<file path="src/design/bba_ram.sv">
// generic simple dual-port ram, one write and one registered read port
// no dependencies; used for the allocator's used map
module bba_ram #(
   parameter int WIDTH = 64,
   parameter int DEPTH = 64
) (
   input  logic                                     clock,
   input  logic                                     wr_en,
   input  logic [((DEPTH > 1) ? $clog2(DEPTH) : 1)-1:0] wr_addr,
   input  logic [WIDTH-1:0]                         wr_data,
   input  logic                                     rd_en,
   input  logic [((DEPTH > 1) ? $clog2(DEPTH) : 1)-1:0] rd_addr,
   output logic [WIDTH-1:0]                         rd_data
);

   logic [WIDTH-1:0] mem_ff [DEPTH];
   logic [WIDTH-1:0] rd_data_ff;

   always_ff @(posedge clock) begin
      if (wr_en) begin
         mem_ff[wr_addr] <= wr_data;
      end
      if (rd_en) begin
         rd_data_ff <= mem_ff[rd_addr];
      end
   end

   assign rd_data = rd_data_ff;

endmodule

</file>
<file path="config.mk">
export PLATFORM = sky130hd
export DESIGN_NAME = bba_ram
export DESIGN_NICKNAME = d
export VERILOG_FILES = /design/src/design/bba_ram.sv
export SDC_FILE = /design/constraint.sdc
export NUM_CORES = 2
export LEC_CHECK = 0
export BUFFER_PORTS_ARGS = -buffer_cell sky130_fd_sc_hd__clkbuf_2
export CORE_UTILIZATION = 55
export CTS_CLUSTER_SIZE = 20
export DETAILED_ROUTE_END_ITERATION = 12
export PLACE_DENSITY_LB_ADDON = 0.25
export SYNTH_ARGS = -nofsm -noshare
export SYNTH_HDL_FRONTEND = slang
export SYNTH_SLANG_ARGS = --single-unit
</file>
<file path="constraint.sdc">
create_clock -name clock -period 10.9 [get_ports clock]
set_input_delay 2.18 -clock clock [delete_from_list [all_inputs] [get_ports clock]]
set_output_delay 2.18 -clock clock [all_outputs]
set_load 0.05 [all_outputs]
</file>
==> flow_summary.html <==
<table>
<tr><th>Metric</th><th>Value</th></tr>
<tr><th colspan="2">Run status</th></tr>
<tr><td>Status</td><td>finished clean</td></tr>
<tr><th colspan="2">Drt</th></tr>
<tr><td>WL per Instance</td><td>38.0 um</td></tr>
<tr><td>Number of vias after detailed routing</td><td>76500</td></tr>
<tr><td>Violation count after the first detailed-routing iteration</td><td>10828</td></tr>
<tr><td>Antenna-violating nets left</td><td>0</td></tr>
<tr><td>Highest metal layer with signal wires</td><td>met5</td></tr>
<tr><td>Routed length on met1</td><td>154000 um</td></tr>
<tr><td>Iteration count of the initial detailed-routing pass</td><td>6</td></tr>
<tr><td>Final wirelength</td><td>420000 um</td></tr>
<tr><td>Routed wl met3</td><td>50000 um</td></tr>
<tr><td>Number of vias per cell</td><td>6.91</td></tr>
<tr><td>Drt drc</td><td>0</td></tr>
<tr><td>Amount of wire on met2 after detailed routing</td><td>201000 um</td></tr>
<tr><th colspan="2">Synthesis</th></tr>
<tr><td>Number of distinct standard cells referenced by the synthesized netlist</td><td>32</td></tr>
<tr><td>Synthesized instance count</td><td>6598</td></tr>
<tr><td>Main combinational cell family by area after synthesis</td><td>multiplexers</td></tr>
<tr><td>Adder and majority cell fraction of the synthesized area</td><td>0%</td></tr>
<tr><td>Seq/Total Area, Yosys</td><td>79.6%</td></tr>
<tr><td>Largest cells by area after synthesis</td><td>edfxtp_1, mux4_2, mux2i_1</td></tr>
<tr><td>Leading cell types by count after synthesis</td><td>edfxtp_1, mux4_2, buf_2</td></tr>
<tr><td>Area fraction of the dominant cell type after synthesis</td><td>79.6%</td></tr>
<tr><td>Synthesized area per cell</td><td>23.8 um2</td></tr>
<tr><td>Fraction of synthesized cell area in xor and xnor cells</td><td>0%</td></tr>
<tr><td>Complex-gate fraction of the synthesized area</td><td>2.47%</td></tr>
<tr><td>Synthesized-area fraction occupied by and/or/nand/nor cells</td><td>1.23%</td></tr>
<tr><td>Share of cell area taken by muxes after synthesis</td><td>15.6%</td></tr>
<tr><td>Dominant cell by count in the synthesized netlist</td><td>edfxtp_1</td></tr>
<tr><td>Number of synthesized register bits</td><td>4160</td></tr>
<tr><td>Count of flip-flops with a built-in enable after synthesis</td><td>4160</td></tr>
<tr><td>Post-synth top area cell</td><td>edfxtp_1</td></tr>
<tr><td>Number of nets in the synthesized netlist</td><td>6677</td></tr>
<tr><td>Synth warn</td><td>0</td></tr>
<tr><td>Predominant post-synthesis flop cell</td><td>edfxtp_1</td></tr>
<tr><td>Post-synthesis instance area</td><td>157000 um2</td></tr>
<tr><td>Share of synthesized registers carrying an async set or reset</td><td>0%</td></tr>
<tr><th colspan="2">Cells and area</th></tr>
<tr><td>Layout fillers</td><td>18722</td></tr>
<tr><td>Layout overhead on the synthesized area</td><td>12.0%</td></tr>
<tr><td>Finished Cell Area</td><td>176000 um2</td></tr>
<tr><td>Final net count</td><td>7052</td></tr>
<tr><td>Share of final-layout standard cells stronger than drive strength 1</td><td>27.9%</td></tr>
<tr><th colspan="2">Floorplanning</th></tr>
<tr><td>Area enclosed by the die boundary</td><td>288000 um2</td></tr>
<tr><td>Overall die width</td><td>536 um</td></tr>
<tr><td>Effective utilization at floorplan</td><td>55.5%</td></tr>
<tr><td>Number of standard-cell rows in the floorplan</td><td>195</td></tr>
<tr><td>Top-level I/O count</td><td>143</td></tr>
<tr><td>Area inside the core boundary</td><td>283000 um2</td></tr>
<tr><td>Chip Height</td><td>536 um</td></tr>
<tr><th colspan="2">STA</th></tr>
<tr><td>Maximum clock rate</td><td>190 MHz</td></tr>
<tr><td>Minimum hold slack</td><td>0.916 ns</td></tr>
<tr><td>Worst setup skew after layout</td><td>0.0499 ns</td></tr>
<tr><td>Count of final hold-check violations</td><td>0</td></tr>
<tr><td>Slew @ Worst Pin</td><td>1.37 ns</td></tr>
<tr><td>Total Negative Setup Slacks</td><td>0 ns</td></tr>
<tr><td>Final max-slew violation count</td><td>0</td></tr>
<tr><td>Min Tclk post-route</td><td>5.26 ns</td></tr>
<tr><td>Unrepaired setup endpoints after global routing</td><td>no</td></tr>
<tr><td>Portion of the clock cycle consumed by the worst path in the final layout</td><td>48.2%</td></tr>
<tr><td>Number of setup violations in the final report</td><td>0</td></tr>
<tr><td>Slew headroom</td><td>8.71%</td></tr>
<tr><th colspan="2">Place</th></tr>
<tr><td>Cell area reported after detailed placement</td><td>163000 um2</td></tr>
<tr><td>Input/output buffers</td><td>142</td></tr>
<tr><td>Gp weighted congestion</td><td>0.792</td></tr>
<tr><td>Placed wire-length estimate</td><td>220000 um</td></tr>
<tr><th colspan="2">Setup path</th></tr>
<tr><td>Category of the most critical setup path</td><td>in -&gt; reg</td></tr>
<tr><td>Critical path peak fanout</td><td>53</td></tr>
<tr><td>Data required time of the worst path</td><td>11.66 ns</td></tr>
<tr><td>Register-to-Register Setup Slack</td><td>8.56 ns</td></tr>
<tr><td>Worst reg2reg endpoint</td><td>rd_data[26]</td></tr>
<tr><td>Setup crit end kind</td><td>flop</td></tr>
<tr><td>R2R depth</td><td>5</td></tr>
<tr><td>Worst r2r src</td><td>mem_ff[13][26]</td></tr>
<tr><td>Arrival time reported for the critical path endpoint</td><td>6.01 ns</td></tr>
<tr><td>Type of origin of the critical path</td><td>input pin</td></tr>
<tr><th colspan="2">Clock network</th></tr>
<tr><td>Number of post-CTS setup repair buffers</td><td>0</td></tr>
<tr><td>Depth of the CTS H-tree</td><td>5</td></tr>
<tr><td>Worst-skew pair later-pin latency</td><td>0.94 ns</td></tr>
<tr><td>TritonCTS buffer count</td><td>404</td></tr>
<tr><td>Clock transition time at the flip-flop clock pins of the worst setup and hold paths</td><td>0.06 ns</td></tr>
<tr><td>Number of buffers inserted for hold repair after clock tree synthesis</td><td>0</td></tr>
<tr><td>Root buf cell</td><td>clkbuf_16</td></tr>
<tr><td>TritonCTS clock tree</td><td>built</td></tr>
<tr><td>Number of buffers on the longest clock path</td><td>4</td></tr>
<tr><td>Post-cts sizing count</td><td>0</td></tr>
<tr><td>TritonCTS Sinks</td><td>4160</td></tr>
<tr><th colspan="2">Pwr</th></tr>
<tr><td>Leakage component of the power</td><td>54.8 nW</td></tr>
<tr><td>Worst IR Drop VDD</td><td>0.000189 V</td></tr>
<tr><td>Net switching share of the total power</td><td>21.2%</td></tr>
<tr><td>Switching power</td><td>7.03 mW</td></tr>
<tr><td>Part of the power in registers</td><td>53.8%</td></tr>
<tr><td>Clk network pwr share</td><td>41.6%</td></tr>
<tr><td>Power per cell area</td><td>189 nW/um2</td></tr>
<tr><td>Internal power of the cells</td><td>26.1 mW</td></tr>
<tr><td>Combinational share of power</td><td>4.6%</td></tr>
<tr><td>Overall power after layout</td><td>33.2 mW</td></tr>
<tr><th colspan="2">Min path</th></tr>
<tr><td>Cells on Worst Hold Path</td><td>4</td></tr>
<tr><td>Worst min-delay path class</td><td>reg -&gt; reg</td></tr>
<tr><td>Terminating pin of the worst hold path</td><td>rd_data[42]</td></tr>
<tr><td>HP Start</td><td>mem_ff[44][42]</td></tr>
<tr><th colspan="2">Global route</th></tr>
<tr><td>Number of global-route vias before repair</td><td>75758</td></tr>
<tr><td>Number of antenna violations at the first check in global routing</td><td>25</td></tr>
<tr><td>Wire length of the first global-routing pass</td><td>586000 um</td></tr>
<tr><td>Congestion Overflow GR</td><td>0</td></tr>
<tr><td>Largest net degree at the start of global routing</td><td>128</td></tr>
<tr><td>Total track usage</td><td>29.5%</td></tr>
<tr><th colspan="2">Flow run</th></tr>
<tr><td>Number of maximum-capacitance constraint violations</td><td>0</td></tr>
</table>
[metal layers]
layer  GRT usage [%]  vias up
li1                -    29331
met1            41.9    41099
met2            46.5     5297
met3            5.96      761
met4            9.33       12
met5           0.366        -
[layout by cell type (no fill, tap or decap), types with 88 or more instances in the layout]
cell and count:
mux2i_1 135, clkbuf_16 409, edfxtp_1 4160, a22oi_1 168, clkinv_1 89, mux4_2 1024
a22o_1 88, clkbuf_2 138, clkinv_2 92, buf_4 185
[cells by family after synthesis]
logic type,Yosys count
AO/OA/AOI/OAI,504
buffers and inverters,389
flip-flops,4160
multiplexers,1159
AND/OR/NAND/NOR,386
[critical path: stages]
cell and delay [ns]:
clkbuf_2 0.78, and2_4 1.00, buf_4 0.90, a22oi_1 0.34, and3_1 0.28, a211oi_1 0.22
[area by class of cell]
type	instances	area (um2)	area share [%]
clock inverter	253	2470	1.40
clock buffer	495	10600	6.00
multi-input combinational	2049	30800	17.5
tap	3743	4680	2.66
sequential	4160	125000	71.0
inverter	19	71.3	0.0405
antenna	14	35.0	0.0199
timing repair buffer	339	2390	1.36
[per-stage QoR]
stage	instances	utilization (%)	worst slack [ns]
3_3_place_gp	10310	57.5	4.78
2_1_floorplan	6598	-	3.28
6_report	11072	62.2	5.64
5_1_grt	11066	62.1	5.66
4_1_cts	11058	62.1	5.76
3_5_place_dp	10310	57.5	4.75
[sequential cells by signal (all words and copies together), names as in the netlist]
name and cells:
mem_ff 4096, rd_data 64
[power by group through the flow]
stage / clock (mW) / combinational [mW] / sequential, mW
2_1_floorplan: 0 / 0.825 / 18.2
3_3_place_gp: 0 / 1.50 / 18.2
3_5_place_dp: 0 / 1.53 / 18.2
4_1_cts: 13.9 / 1.53 / 17.8
5_1_grt: 14.5 / 1.61 / 17.8
6_report: 13.8 / 1.53 / 17.8
[worst max-delay path by stage]
stage	startpoint	to	slack, ns	depth (start not counted)
after floorplan	wr_addr[3]	mem_ff[48][0]	3.28	4
after global placement	rd_addr[3]	rd_data[27]	4.78	6
after detailed placement	rd_addr[3]	rd_data[27]	4.75	6
after CTS	rd_addr[3]	rd_data[27]	5.76	6
after global routing	rd_addr[1]	rd_data[53]	5.66	7
final	rd_addr[3]	rd_data[27]	5.64	6
Power figures use the tool's default switching activity.
